$ cat src/design/grc_pkg.sv
`timescale 1ns / 1ps
package grc_pkg;

  localparam int unsigned MAP_DIM_DEF   = 64;
  localparam int unsigned MAX_STEPS_DEF = 128;

  localparam int unsigned COORD_W   = 10;  // signed cell coordinate, covers -1..256
  localparam int unsigned ANGLE_W   = 12;
  localparam int unsigned POS_W     = 14;
  localparam int unsigned DIM_W     = 7;
  localparam int unsigned CELL_W    = 6;
  localparam int unsigned MAG_W     = 15;  // magnitude of a Q1.14 sine or cosine
  localparam int unsigned MA_W      = 23;
  localparam int unsigned MB_W      = 15;
  localparam int unsigned PROD_W    = MA_W + MB_W;
  localparam int unsigned DX_W      = 23;  // 2^22 / 1 is the largest delta
  localparam int unsigned SD_W      = 32;
  localparam int unsigned DIV_NUM_W = 32;
  localparam int unsigned DIV_DEN_W = 15;
  localparam int unsigned LEN_W     = 16;
  localparam int unsigned DATA_W    = 32;
  localparam int unsigned CFG_IDX_W = 2;

  localparam logic [MB_W-1:0] SIN_A = 15'd25736;
  localparam logic [MB_W-1:0] SIN_B = 15'd10512;
  localparam logic [MB_W-1:0] SIN_C = 15'd1160;

  localparam logic ACT_WRITE = 1'b0;
  localparam logic ACT_CAST  = 1'b1;

  localparam logic [CFG_IDX_W-1:0] CFG_PLAYER_X   = 2'd0;
  localparam logic [CFG_IDX_W-1:0] CFG_PLAYER_Y   = 2'd1;
  localparam logic [CFG_IDX_W-1:0] CFG_MAP_WIDTH  = 2'd2;
  localparam logic [CFG_IDX_W-1:0] CFG_MAP_HEIGHT = 2'd3;

  typedef enum logic [4:0] {
    ST_CLEAR, ST_IDLE, ST_ZLOAD, ST_M0, ST_M1, ST_M2, ST_M3, ST_WFIN,
    ST_DIVX, ST_DIVXW, ST_DIVY, ST_DIVYW, ST_MULX, ST_MULY, ST_SYI,
    ST_CHECK, ST_TEST, ST_LDIV, ST_LDIVW, ST_DONE
  } state_e;

  typedef enum logic [2:0] {
    MUL_ZZ, MUL_Z2C, MUL_Z2I, MUL_ZM, MUL_FX, MUL_FY
  } mul_op_e;

  typedef enum logic [1:0] {
    DIV_DX, DIV_DY, DIV_LEN
  } div_op_e;

  typedef struct packed {
    logic    clr_en;
    logic    in_ready;
    logic    cell_wr;
    logic    cast_start;
    logic    zload;
    logic    wave;
    logic    mul_en;
    mul_op_e mul_op;
    logic    wave_fin;
    logic    div_start;
    logic    div_cap;
    div_op_e div_op;
    logic    sx_init;
    logic    sy_init;
    logic    escape;
    logic    hit;
    logic    step;
    logic    out_load;
  } cmd_t;

  typedef struct packed {
    logic clr_last;
    logic in_valid;
    logic in_cast;
    logic oob;
    logic wall;
    logic steps_zero;
    logic steps_max;
    logic div_done;
    logic div_busy;
    logic out_free;
  } sts_t;

endpackage

$ cat src/design/grc_ctrl.sv
`timescale 1ns / 1ps
module grc_ctrl (
  input  logic          clk_i,
  input  logic          rst_ni,
  input  grc_pkg::sts_t sts_i,
  output grc_pkg::cmd_t cmd_o
);
  import grc_pkg::*;

  state_e state_q, state_d;
  logic   wave_q, wave_d;

  always_comb begin
    state_d = state_q;
    wave_d  = wave_q;
    case (state_q)
      ST_CLEAR: if (sts_i.clr_last) state_d = ST_IDLE;
      ST_IDLE: begin
        if (sts_i.in_valid && sts_i.in_cast) begin
          state_d = ST_ZLOAD;
          wave_d  = 1'b0;
        end
      end
      ST_ZLOAD: state_d = ST_M0;
      ST_M0:    state_d = ST_M1;
      ST_M1:    state_d = ST_M2;
      ST_M2:    state_d = ST_M3;
      ST_M3:    state_d = ST_WFIN;
      ST_WFIN: begin
        if (wave_q) begin
          state_d = ST_DIVX;
        end else begin
          state_d = ST_ZLOAD;
          wave_d  = 1'b1;
        end
      end
      ST_DIVX:  state_d = ST_DIVXW;
      ST_DIVXW: if (sts_i.div_done) state_d = ST_DIVY;
      ST_DIVY:  state_d = ST_DIVYW;
      ST_DIVYW: if (sts_i.div_done) state_d = ST_MULX;
      ST_MULX:  state_d = ST_MULY;
      ST_MULY:  state_d = ST_SYI;
      ST_SYI:   state_d = ST_CHECK;
      ST_CHECK: state_d = sts_i.oob ? ST_DONE : ST_TEST;
      ST_TEST: begin
        if (sts_i.wall) state_d = sts_i.steps_zero ? ST_DONE : ST_LDIV;
        else state_d = sts_i.steps_max ? ST_DONE : ST_CHECK;
      end
      ST_LDIV:  state_d = ST_LDIVW;
      ST_LDIVW: if (sts_i.div_done) state_d = ST_DONE;
      ST_DONE:  if (sts_i.out_free) state_d = ST_IDLE;
      default:  state_d = ST_IDLE;
    endcase
  end

  always_comb begin
    cmd_o      = '0;
    cmd_o.wave = wave_q;
    case (state_q)
      ST_CLEAR: cmd_o.clr_en = 1'b1;
      ST_IDLE: begin
        cmd_o.in_ready   = 1'b1;
        cmd_o.cell_wr    = sts_i.in_valid && !sts_i.in_cast;
        cmd_o.cast_start = sts_i.in_valid && sts_i.in_cast;
      end
      ST_ZLOAD: cmd_o.zload = 1'b1;
      ST_M0: begin cmd_o.mul_en = 1'b1; cmd_o.mul_op = MUL_ZZ;  end
      ST_M1: begin cmd_o.mul_en = 1'b1; cmd_o.mul_op = MUL_Z2C; end
      ST_M2: begin cmd_o.mul_en = 1'b1; cmd_o.mul_op = MUL_Z2I; end
      ST_M3: begin cmd_o.mul_en = 1'b1; cmd_o.mul_op = MUL_ZM;  end
      ST_WFIN: cmd_o.wave_fin = 1'b1;
      ST_DIVX: begin cmd_o.div_start = 1'b1; cmd_o.div_op = DIV_DX; end
      ST_DIVXW: begin cmd_o.div_cap = sts_i.div_done; cmd_o.div_op = DIV_DX; end
      ST_DIVY: begin cmd_o.div_start = 1'b1; cmd_o.div_op = DIV_DY; end
      ST_DIVYW: begin cmd_o.div_cap = sts_i.div_done; cmd_o.div_op = DIV_DY; end
      ST_MULX: begin cmd_o.mul_en = 1'b1; cmd_o.mul_op = MUL_FX; end
      ST_MULY: begin
        cmd_o.mul_en  = 1'b1;
        cmd_o.mul_op  = MUL_FY;
        cmd_o.sx_init = 1'b1;
      end
      ST_SYI: cmd_o.sy_init = 1'b1;
      ST_CHECK: cmd_o.escape = sts_i.oob;
      ST_TEST: begin
        cmd_o.hit    = sts_i.wall;
        cmd_o.escape = !sts_i.wall && sts_i.steps_max;
        cmd_o.step   = !sts_i.wall && !sts_i.steps_max;
      end
      ST_LDIV: begin cmd_o.div_start = 1'b1; cmd_o.div_op = DIV_LEN; end
      ST_LDIVW: begin cmd_o.div_cap = sts_i.div_done; cmd_o.div_op = DIV_LEN; end
      ST_DONE: cmd_o.out_load = sts_i.out_free;
      default: ;
    endcase
  end

  always_ff @(posedge clk_i or negedge rst_ni) begin
    if (!rst_ni) begin
      state_q <= ST_CLEAR;
      wave_q  <= 1'b0;
    end else begin
      state_q <= state_d;
      wave_q  <= wave_d;
    end
  end
endmodule
$ cat config.mk
export PLATFORM = sky130hd
export DESIGN_NAME = grc_ctrl
export DESIGN_NICKNAME = d
export VERILOG_FILES = /design/src/design/grc_pkg.sv /design/src/design/grc_ctrl.sv
export SDC_FILE = /design/constraint.sdc
export NUM_CORES = 1
export LEC_CHECK = 0
export BUFFER_PORTS_ARGS = -buffer_cell sky130_fd_sc_hd__buf_2
export CAP_MARGIN = 10
export CORE_UTILIZATION = 35
export CTS_BUF_LIST = sky130_fd_sc_hd__clkbuf_16
export DETAILED_ROUTE_END_ITERATION = 8
export MAX_ROUTING_LAYER = met4
export PLACE_DENSITY = 0.68
export SLEW_MARGIN = 25
export SYNTH_ARGS = -nofsm -noshare
export SYNTH_HDL_FRONTEND = slang
export SYNTH_SLANG_ARGS = --single-unit
$ cat constraint.sdc
create_clock -name clk_i -period 1.71 [get_ports clk_i]
set_clock_uncertainty 0.1 [all_clocks]
set_input_delay 0.2565 -clock clk_i [delete_from_list [all_inputs] [get_ports clk_i]]
set_output_delay 0.2565 -clock clk_i [all_outputs]
set_load 0.03 [all_outputs]
# Yosys cells after proc, flatten, opt, wreduce, memory -nomap -nowiden
# Cells that the tools add are included.
[op_classes] reduce_logical=15 eq_ne=25 n_mux=27
[ops] operator="5-bit one-hot mux with 20 select lines" count=1
[ops] operator="5-bit by 4-bit equality test with 1-bit output, second input constant" count=8
[ops] operator="5-bit 2-to-1 mux" count=8
[ops] operator="4-bit one-hot mux with 6 select lines" count=1
[ops] operator="5-bit by 3-bit equality test with 1-bit output, second input constant" count=4
[ops] operator="5-bit equality test, second input constant" count=4
[ops] operator="2-bit inequality test, second input constant" count=6
[ops] operator="5-bit by 2-bit equality test with 1-bit output, second input constant" count=2
[ops] operator="1-bit 2-to-1 mux" count=9
[ops] operator="2-bit 2-to-1 mux" count=3
[ops] operator="6-bit AND reduction" count=1
[ops] operator="3-bit OR reduction" count=2
[ops] operator="5-bit by 1-bit equality test with 1-bit output, second input constant" count=1
[ops] operator="5-bit logical NOT" count=1
[ops] operator="1-bit logical AND" count=4
[ops] operator="4-bit 2-to-1 mux" count=1
[ops] operator="1-bit one-hot mux with 2 select lines" count=2
[ops] operator="2-bit one-hot mux with 2 select lines" count=1
[ops] operator="2-bit OR reduction" count=2
[ops] operator="1-bit logical NOT" count=3
[ops] operator="3-bit 2-to-1 mux" count=1
[ops] operator="2-bit AND reduction" count=1
[ops] operator="2-bit nonzero test" count=1
[totals] elab_cells=69 out_inout_bits=21 input_bits=12 reg_bits=6

# Longest topological paths before layout
# Gate-level depths: netlist (run 1).
[depth] word_depth=3 depth_mapped=6 depth_no_buf=4

# Least setup slack after synthesis (run 1)
# OpenSTA, ideal clock, no wires.
[synth_path] path_kind="register -> output" startpoint="register state_q[3]" endpoint="output cmd_o[3] (netlist name)" path_stages_with_launch=5 arrival_ns=1.718 required_time_ns=1.354 path_buffers=1 path_slack_ns=-0.365 cell_sequence="dfrtp_1 buf_6 nor3b_2 nand2_1 o32ai_1"
[synth_lines] item="start: declaration" line="grc_ctrl.sv:10" source="state_e state_q, state_d;"
[synth_lines] item="start signal: assignment" line="grc_ctrl.sv:101" source="state_q <= state_d;"
[synth_lines] item="end: declaration" line="grc_ctrl.sv:6" source="output grc_pkg::cmd_t cmd_o"

==> key figures, run 1 <==
Placement
  • Input/output buffers: 31
  • Area post-placement: 0.00104 mm^2
  • DPL Wire Length: 1650 um
  • Dpl cells: 166
  • RePlAce Congestion: 0.865

Power and ir drop
  • Power density over cell area: 2190 mW/mm^2
  • Leakage Power: 0.773 nW
  • Pint: 1.93 mW
  • Maximum VDD drop: 1580 uV
  • Sw Share: 46.9%
  • Net Switching: 1.70 mW
  • Sequential power share: 9.7%
  • Combinational group share of total power: 79.7%
  • Clock share of power: 10.6%

Status
  • Violated checks: negative setup slack
  • Outcome: finished, violations left

Timing
  • # setup viols final: 21
  • Minimum clock period: 1920 ps
  • Final setup TNS: -2600 ps
  • Slew Viols, Final: 0
  • Fmax: 0.521 GHz
  • Actual slew at the worst max-slew pin: 315 ps
  • Worst Slack Setup Final: -210 ps
  • Relative slew slack: 78.8%
  • RSZ-0062 raised after global routing: yes
  • Hold_ws: 276 ps
  • Final hold vios: 0
  • Crit share post-route: 112%

Layout
  • FF/Latch Area: 154 um^2
  • Area of the multi-input gates: 694 um^2
  • Area added between synthesis and finish: 126%
  • Post-route cell area: 0.00166 mm^2
  • Inserted Diodes: 0
  • Nets: 182
  • Final core occ: 84.4%
  • Fill cells: 98
  • Layout cells sized above 1: 73.2%
  • Post-Layout Cell Count: 195

Worst setup path
  • Worst path arrival time: 1560 ps
  • Flop2flop setup slack: -170 ps
  • Worst Setup End Kind: primary output
  • Reg2Reg Launch Point: state_q[2]
  • Worst R2R Path Depth: 6
  • Crit path max fanout: 9
  • Worst r2r dst: state_q[0]
  • Critical Path Source Type: flop
  • Crit path required time: 1350 ps
  • WS Path Type: reg2out

Synthesis
  • Adder-cell area share of the yosys netlist: 0%
  • Complex-gate fraction of the synthesized area: 21.4%
  • Yosys warns: 0
  • Main combinational cell family by area after synthesis: simple AND/OR/NAND/NOR gates
  • Cells after Synth: 98
  • Post-Synth XOR/XNOR Area: 2.39%
  • Post-synth net total: 110
  • Sequential area share after synthesis: 20.5%
  • Synth area leaders: dfrtp_1, nor2_1, nor3_1
  • Synth Area in Simple Gates: 39.0%
  • Area share of the largest cell type after synthesis: 20.5%
  • Register bit total from synthesis: 6
  • Syn Area/Cell: 7.47 um^2
  • Post-synthesis mux area share: 4.79%
  • Mapped cell area: 732 um^2
  • Area leader, netlist: dfrtp_1
  • Count of different cell masters after synthesis: 40

Die
  • Row count: 16
  • I/O pin count: 33
  • Die width: 47.7 um
  • Core area: 0.00196 mm^2
  • Full die area: 0.00228 mm^2
  • Die Ht: 47.7 um
  • Initial Utilization: 37.3%

Drt
  • First-pass iteration count of the detailed router: 4
  • DRC viols: 0
  • Post-DRT Antenna Nets: 0
  • Initial drt markers: 49
  • Vias per Instance: 5.69
  • Routed WL: 3660 um
  • Vias: 1110
  • Wire per inst: 18.8 um

GRT
  • Vias in the first global route: 900
  • GRT Residual Overflow: 0
  • First-pass GRT wire length: 3860 um
  • Initial antenna violation count: 0
  • Gr usage total: 25.3%
  • Largest net degree at the start of global routing: 12

CTS
  • CTS tree: built
  • Clk slew on worst S/H paths: 40 ps
  • Later-pin clock latency in the skew report: 230 ps
  • Num CTS Buffers: 3
  • Sink Count: 6
  • # H-tree levels: 1
  • CTS root buf: clkbuf_16
  • Clk buf depth: 2

Flow run
  • Max cap viols: 0

Hold path
  • Worst hold path type: in2async
==> placed cells by master, fill, tap and decap left out, drive strengths merged, types with 3 or more instances in the layout <==
cell | Yosys | layout
a31oi | 3 | 3
a21oi | 3 | 3
nor3 | 6 | 6
nand2 | 5 | 5
dfrtp | 6 | 6
nand2b | 4 | 4
o21ai | 3 | 3
nand3 | 5 | 5
buf | 8 | 75
inv | 7 | 6
clkbuf | 1 | 3
nor2 | 16 | 16
==> final cells by class <==
type | instances | share of cell area [%]
clock buffers | 3 | 4.53
repair buffers | 76 | 40.3
flip-flops and latches | 6 | 9.29
multi-input cells | 76 | 41.9
inverters | 7 | 1.96
well taps | 27 | 2.04
==> worst max-delay path: stages, from the launching register on <==
cell and delay, ps:
dfrtp_2 450, buf_4 200, and3b_1 260, nand2_1 100, o32ai_2 120, buf_4 190
==> power groups by stage <==
stage,logic (mW),clock network (mW),registers (mW)
after floorplan,1.26,0,0.256
after global placement,1.62,0,0.351
after detailed placement,1.65,0,0.349
after CTS,2.15,0.380,0.349
after global routing,3.00,0.396,0.350
final,2.89,0.383,0.354
==> worst max-delay path by stage <==
stage,startpoint,endpoint,slack [ps]
floorplan,state_q[3],cmd_o[18],-100
global placement,state_q[0],state_q[0],10
detailed placement,state_q[0],state_q[0],-30
CTS,state_q[4],cmd_o[3],-150
global route,state_q[4],cmd_o[3],-250
finish,state_q[4],cmd_o[3],-210
==> repair_timing <==
item                                    in CTS  in global routing
endpoints found under the hold margin        6                  0
gates resized for setup                     53                 45
buffers inserted                            12                 14
hold buffers                                 1                  0
endpoints found under the setup margin      22                 23
pin swaps                                   12                 12
==> cells in the mapped netlist, drive strengths merged <==
library cell,instances
nor2,16
buf,8
inv,7
dfrtp,6
nor3,6
nand2,5
nand3,5
nand2b,4
a21oi,3
a31oi,3
o21ai,3
and3b,2
mux2i,2
nor4,2
o211a,2
o211ai,2
or2,2
or3,2
xnor2,2
a211oi,1
a22oi,1
and3,1
and4b,1
and4bb,1
clkbuf,1
mux2,1
nand4,1
nor2b,1
nor3b,1
o21a,1
o21bai,1
o22ai,1
o2bb2ai,1
o31ai,1
o32ai,1
==> registers in the layout, indices dropped and copies added, names as in the netlist <==
register  count
state_q       5
wave_q        1
==> cells by family after synthesis <==
family,count (synthesis)
multiplexers,3
flip-flops,6
XOR/XNOR,2
AO/OA/AOI/OAI,21
AND/OR/NAND/NOR,50
buffers and inverters,16
==> stage by stage <==
| stage | total power [mW] | worst slack [ps] |
|---|---|---|
| floorplan | 1.51 | -102 |
| global placement | 1.97 | 12.2 |
| detailed placement | 2.00 | -34.3 |
| CTS | 2.88 | -145 |
| global route | 3.75 | -251 |
| finish | 3.63 | -210 |
==> metal layers <==
metal / part of all wire (%) / GRT usage, % / vias up / wire length [um]
met5: 0 / - / - / 0
met4: 0.60 / 5.00 / 0 / 22
met3: 5.1 / 6.04 / 4 / 188
met2: 53 / 44.6 / 62 / 1930
met1: 42 / 29.1 / 551 / 1520
li1: - / - / 493 / -
No activity file was read; power rests on OpenSTA's default activity.
==> run 2, diff against run 1 <==
--- a/config.mk
+++ b/config.mk
@@ -5,13 +5,14 @@
 export SDC_FILE = /design/constraint.sdc
 export NUM_CORES = 1
 export LEC_CHECK = 0
+export ABC_AREA = 1
 export BUFFER_PORTS_ARGS = -buffer_cell sky130_fd_sc_hd__buf_2
 export CAP_MARGIN = 10
 export CORE_UTILIZATION = 35
 export CTS_BUF_LIST = sky130_fd_sc_hd__clkbuf_16
 export DETAILED_ROUTE_END_ITERATION = 8
 export MAX_ROUTING_LAYER = met4
-export PLACE_DENSITY = 0.68
+export PLACE_DENSITY = 0.69
 export SLEW_MARGIN = 25
 export SYNTH_ARGS = -nofsm -noshare
 export SYNTH_HDL_FRONTEND = slang
==> key figures, run 2 <==
CTS
  • # H-tree levels: 1 (unchanged)
  • CTS root buf: clkbuf_16
  • Sink Count: 6 (unchanged)
  • Clk buf depth: 2 (unchanged)
  • Clk slew on worst S/H paths: 30 ps (about the same)
  • Later-pin clock latency in the skew report: 230 ps (about the same)
  • CTS tree: built
  • Num CTS Buffers: 3 (unchanged)

Worst setup path
  • Critical path launch point: state_q[3]
  • Crit path max fanout: 6 (-3)
  • Crit path required time: 1350 ps (about the same)
  • Highest-delay cell along the critical path: dfrtp_2
  • Worst Setup End Kind: primary output
  • WS Path Type: reg2out
  • Critical Path Source Type: flop
  • Crit-path cells: nor2_4 > buf_6 > nand3_4 > nand2_2 > nor2_2 > o21ai_1 > buf_4
  • Reg2Reg Launch Point: state_q[3]
  • Worst path arrival time: 1490 ps (-70 ps)
  • CP peak stage delay: 450 ps (about the same)

Layout
  • Reg with most FFs: state_q
  • Area added between synthesis and finish: 79.6%
  • Area of the multi-input gates: 554 um^2 (-20%)
  • Fill cells: 163 (+66%)
  • Layout cells sized above 1: 56.4% (-17 points)
  • Inserted Diodes: 0 (unchanged)
  • Largest register FFs: 5 (unchanged)
  • Commonest non-fill, non-tap cell in the layout: buf_4
  • Final core occ: 66.9% (-18 points)
  • Most frequent cells in the layout: buf_4, nand2_1, buf_2
  • FF/Latch Area: 155 um^2 (+0.81%)
  • Biggest regs: state_q (5), wave_q (1)
  • Nets: 193 (+6.0%)

Synthesis
  • Mapped cell area: 723 um^2 (-1.2%)
  • EDFF count, synth: 0 (unchanged)
  • Cell with the most instances after synthesis: nand2_1
  • Post-synth net total: 139 (+26%)
  • Post-synth top flop: dfrtp_1
  • Cells after Synth: 127 (+30%)
  • Synth area leaders: dfrtp_1, nand2_1, nor2_1
  • Area leader, netlist: dfrtp_1
  • Yosys warns: 0 (unchanged)
  • Area share of the largest cell type after synthesis: 20.8% (+0.25 points)
  • Syn Area/Cell: 5.69 um^2 (-24%)
  • Commonest cells post-synth: nand2_1, nor2_1, inv_1, nand3_1, o21ai_0
  • Register bit total from synthesis: 6 (unchanged)
  • Count of different cell masters after synthesis: 18 (-55%)
  • Asr flop ratio synth: 100% (unchanged)
  • Sequential area share after synthesis: 20.8% (+0.25 points)

Timing
  • Worst Slack Setup Final: -137 ps (+73.2 ps)
  • # setup viols final: 13 (-38%)
  • RSZ-0062 raised after global routing: yes
  • Relative slew slack: 79.9% (+1.1 points)
  • Fmax: 0.541 GHz (+4.0%)
  • Final hold vios: 0 (unchanged)
  • Crit share post-route: 108% (-4.3 points)
  • Minimum clock period: 1850 ps (-73.2 ps)
  • Actual slew at the worst max-slew pin: 298 ps (-17.0 ps)
  • Slew Viols, Final: 0 (unchanged)

Die
  • Initial Utilization: 37.2% (-0.066 points)
  • Core area: 0.00194 mm^2 (-1.0%)
  • Row count: 16 (unchanged)
  • I/O pin count: 33 (unchanged)
  • Die Ht: 47.5 um (-0.58%)
  • Die width: 47.5 um (-0.58%)
  • Full die area: 0.00225 mm^2 (-1.1%)

GRT
  • Gr usage total: 22.2% (-3.1 points)
  • GRT Residual Overflow: 0 (unchanged)
  • Vias in the first global route: 839 (-6.8%)
  • First-pass GRT wire length: 3340 um (-14%)
  • Initial antenna violation count: 0 (unchanged)
  • Largest net degree at the start of global routing: 8 (-4)

Placement
  • DPL Wire Length: 1740 um (+5.6%)
  • Input/output buffers: 31 (unchanged)
  • RePlAce Congestion: 0.837 (-3.2%)

Hold path
  • Critical hold path startpoint: sts_i[2]
  • Worst hold path type: in2reg

Drt
  • Vias per Instance: 4.98 (-13%)
  • Vias: 1026 (-7.6%)
  • Initial drt markers: 19 (-61%)
  • First-pass iteration count of the detailed router: 4 (unchanged)
  • DRC viols: 0 (unchanged)
  • Wire per inst: 12.0 um (-36%)
  • Post-DRT Antenna Nets: 0 (unchanged)
  • Routed WL: 2470 um (-32%)

Flow run
  • Max cap viols: 0 (unchanged)

Status
  • Outcome: finished, violations left
  • Violated checks: negative setup slack

Power and ir drop
  • Power density over cell area: 1990 mW/mm^2 (-9.0%)
  • Maximum VDD drop: 1520 uV (-3.9%)
  • Pwr Total: 2.59 mW (-29%)
  • Leakage Power: 0.744 nW (-3.7%)
## run 2: changes by cell type after synthesis, moves of 6 or more
| cell | delta |
|---|---|
| o21ai_0 | +7 |
| inv_2 | +6 |
| nand2_2 | +6 |
| inv_1 | +12 |
| nand2_1 | +24 |
| nand3_1 | +7 |
## run 2: worst max-delay path, delay by kind of cell, from the launching register on
family                 cells  cell delay (ps)
DFF                        1              450
and+or+nand+nor            4              420
buffers and inverters      2              320
AOI/OAI and AO/OA          1               80
## run 2: timing repair
item	CTS	global route
resized for setup	29	30
buffers inserted	7	4
setup endpoints to repair	16	19
pin swaps	2	6
hold buffers	1	0
hold endpoints to repair	6	0
## run 2: logic make-up (layout without fill, tap and decap cells)
kind of cell | after synthesis | after routing | synth area share, %
AO/OA/AOI/OAI | 15 | 15 | 11.9
buffers and inverters | 28 | 80 | 16.1
flip-flops | 6 | 6 | 20.8
AND/OR/NAND/NOR | 78 | 78 | 51.2
## run 2: final cells by class
cell class	count	share of cell area [%]
clock buffer	3	5.78
inverter	25	7.61
multi-input combinational	93	42.7
sequential	6	11.9
tap	27	2.60
timing repair buffer	52	29.4
## run 2: metrics by stage
step	std cells	setup TNS (ps)	cell area (um^2)	hold WS, ps	setup slack, ps
2_1_floorplan	127	-347	743	-139	-173
3_3_place_gp	191	0	977	-17.5	67.1
3_5_place_dp	191	0	977	-15.7	36.6
4_1_cts	202	-336	1190	243	-74.8
5_1_grt	206	-2090	1300	300	-210
6_report	206	-1020	1300	253	-137
## run 2: metal layers
| layer | part of all wire (%) | GRT usage, % | vias up |
|---|---|---|---|
| met5 | 0 | - | - |
| met3 | 5.9 | 2.26 | 12 |
| li1 | - | - | 502 |
| met4 | 5.1 | 16.6 | 0 |
| met2 | 51 | 37.0 | 45 |
| met1 | 38 | 24.4 | 467 |
## run 2: final timing paths
| kind | end | slack, ps | cells after the start |
|---|---|---|---|
| setup / recovery | cmd_o[14] | -140 | 7 |
| hold / removal | state_q[4] | 250 | 4 |
| setup reg to reg | state_q[1] | 20 | 10 |
| hold reg to reg | wave_q | 490 | 2 |
| max in group asynchronous | state_q[2] | 1070 | 2 |
| min in group asynchronous | state_q[0] | 280 | 2 |
## run 2: report_power, final
group          internal (mW)  switching [mW]
Combinational          0.743            1.13
Clock                  0.300          0.0753
Sequential             0.219           0.117
==> run 3, diff against run 2 <==
--- a/config.mk
+++ b/config.mk
@@ -8,11 +8,10 @@
 export ABC_AREA = 1
 export BUFFER_PORTS_ARGS = -buffer_cell sky130_fd_sc_hd__buf_2
 export CAP_MARGIN = 10
-export CORE_UTILIZATION = 35
+export CORE_UTILIZATION = 45
 export CTS_BUF_LIST = sky130_fd_sc_hd__clkbuf_16
 export DETAILED_ROUTE_END_ITERATION = 8
-export MAX_ROUTING_LAYER = met4
-export PLACE_DENSITY = 0.69
+export PLACE_DENSITY = 0.83
 export SLEW_MARGIN = 25
 export SYNTH_ARGS = -nofsm -noshare
 export SYNTH_HDL_FRONTEND = slang
==> key figures, run 3 (same netlist as run 2, synthesis figures left out) <==
Layout
  • Most frequent cells in the layout: buf_4, nand2_1, inv_1, buf_2, nor2_1
  • Largest register FFs: 5 (unchanged)
  • Biggest regs: state_q (5), wave_q (1)
  • Inserted Diodes: 0 (unchanged)
  • Area added between synthesis and finish: 84.4%
  • Layout cells sized above 1: 60.4% (+4.0 points)
  • Reg with most FFs: state_q
  • Commonest non-fill, non-tap cell in the layout: buf_4
  • Fill cells: 72 (-56%)
  • Nets: 196 (+1.6%)

Power and ir drop
  • Maximum VDD drop: 1530 uV (+0.85%)
  • Leakage Power: 0.751 nW (+0.84%)
  • Pwr Total: 2.78 mW (+7.5%)
  • Power density over cell area: 2090 mW/mm^2 (+4.6%)

Worst setup path
  • Crit path required time: 1350 ps (about the same)
  • Worst path arrival time: 1450 ps (-40 ps)
  • Crit path max fanout: 7 (+1)
  • Highest-delay cell along the critical path: dfrtp_2
  • Crit-path cells: nand2_4 > nor2_1 > nand3_2 > o31ai_2 > buf_4
  • Critical Path Source Type: flop
  • WS Path Type: reg2out
  • CP peak stage delay: 470 ps (+20 ps)
  • Worst Setup End Kind: primary output

Die
  • Core area: 0.00151 mm^2 (-22%)
  • I/O pin count: 33 (unchanged)
  • Die Ht: 42.1 um (-11%)
  • Initial Utilization: 48.0% (+11 points)
  • Row count: 14 (-2)
  • Die width: 42.1 um (-11%)
  • Full die area: 0.00177 mm^2 (-21%)

CTS
  • Clk slew on worst S/H paths: 30 ps (about the same)
  • CTS tree: built
  • Num CTS Buffers: 3 (unchanged)
  • CTS root buf: clkbuf_16
  • # H-tree levels: 1 (unchanged)
  • Clk buf depth: 2 (unchanged)
  • Later-pin clock latency in the skew report: 230 ps (about the same)
  • Sink Count: 6 (unchanged)

Timing
  • Final hold vios: 0 (unchanged)
  • RSZ-0062 raised after global routing: yes
  • Crit share post-route: 106% (-2.1 points)
  • Slew Viols, Final: 0 (unchanged)
  • Actual slew at the worst max-slew pin: 324 ps (+25.9 ps)
  • Minimum clock period: 1810 ps (-36.4 ps)
  • Worst Slack Setup Final: -101 ps (+36.4 ps)
  • Fmax: 0.552 GHz (+2.0%)
  • Relative slew slack: 78.3% (-1.6 points)
  • # setup viols final: 12 (-1)

Status
  • Outcome: finished, violations left
  • Violated checks: negative setup slack

Placement
  • Placement Setup Slack: 11.0 ps (-25.5 ps)
  • DPL Wire Length: 1690 um (-3.1%)
  • RePlAce Congestion: 0.915 (+9.3%)
  • Input/output buffers: 31 (unchanged)

GRT
  • Gr usage total: 34.2% (+12 points)
  • Largest net degree at the start of global routing: 8 (unchanged)
  • GRT Residual Overflow: 0 (unchanged)
  • Initial antenna violation count: 0 (unchanged)
  • First-pass GRT wire length: 4560 um (+37%)
  • Vias in the first global route: 1026 (+22%)

Drt
  • Wire per inst: 17.2 um (+43%)
  • First-pass iteration count of the detailed router: 4 (unchanged)
  • Vias per Instance: 6.05 (+21%)
  • Initial drt markers: 60 (+41)
  • Routed WL: 3400 um (+37%)
  • Post-DRT Antenna Nets: 0 (unchanged)
  • DRC viols: 0 (unchanged)
  • Vias: 1197 (+17%)

Flow run
  • Max cap viols: 0 (unchanged)

Hold path
  • Worst hold path type: in2async
==> run 3: timing repair <==
item | in CTS | in global routing
gates cloned | 0 | 0
hold buffers | 1 | 0
gates resized for setup | 45 | 23
endpoints found under the setup margin | 17 | 18
setup buffers | 14 | 3
pin swaps | 9 | 3
hold endpoints to repair | 6 | 0
==> run 3: layout make-up <==
cell class                      instances  area (um^2)  area share, %
Tap cell                               16         20.0           1.50
Multi-Input combinational cell         93          577           43.2
Sequential cell                         6          155           11.6
Timing Repair Buffer                   55          403           30.2
Clock buffer                            3         75.1           5.63
Inverter                               25          104           7.79
==> run 3: power by group <==
group	total [mW]	switching, mW	internal (mW)
logic	2.06	1.29	0.771
registers	0.345	0.126	0.219
clock network	0.381	0.0806	0.300
total	2.78	1.49	1.29
==> run 3: final timing paths <==
path | start | to | slack (ps) | depth (start not counted)
max in group asynchronous | rst_ni | state_q[2] | 1080 | 2
max | state_q[0] | cmd_o[3] | -100 | 5
min | rst_ni | wave_q | 270 | 2
min in group clk_i | sts_i[2] | state_q[4] | 280 | 4
max reg2reg | state_q[2] | state_q[4] | 30 | 11
min reg2reg | wave_q | wave_q | 560 | 2
==> run 3: per-stage QoR <==
stage          std cells  hold WS (ps)  TNS, ps  area (um^2)  util [%]
6_report             198           274     -608         1330      88.5
2_1_floorplan        127          -139     -347          743         -
5_1_grt              198           300    -1520         1330      88.5
3_3_place_gp         177         -17.8        0          941      62.5
3_5_place_dp         177         -16.7        0          941      62.5
4_1_cts              195           240     -128         1250      83.1
==> run 3: metal layers <==
layer  GRT usage [%]  share of wire [%]  vias up
met2            57.5                 49      110
met5               0                  0        -
met1            40.0                 34      550
li1                -                  -      508
met4            21.3                6.4        0
met3            6.03                 11       29
==> run 3: worst max-delay path: cells and delay by family (launching register included) <==
family / cells / cell delay, ps
flops: 1 / 470
simple gates: 3 / 470
buf+inv: 1 / 190
compound gates: 1 / 90
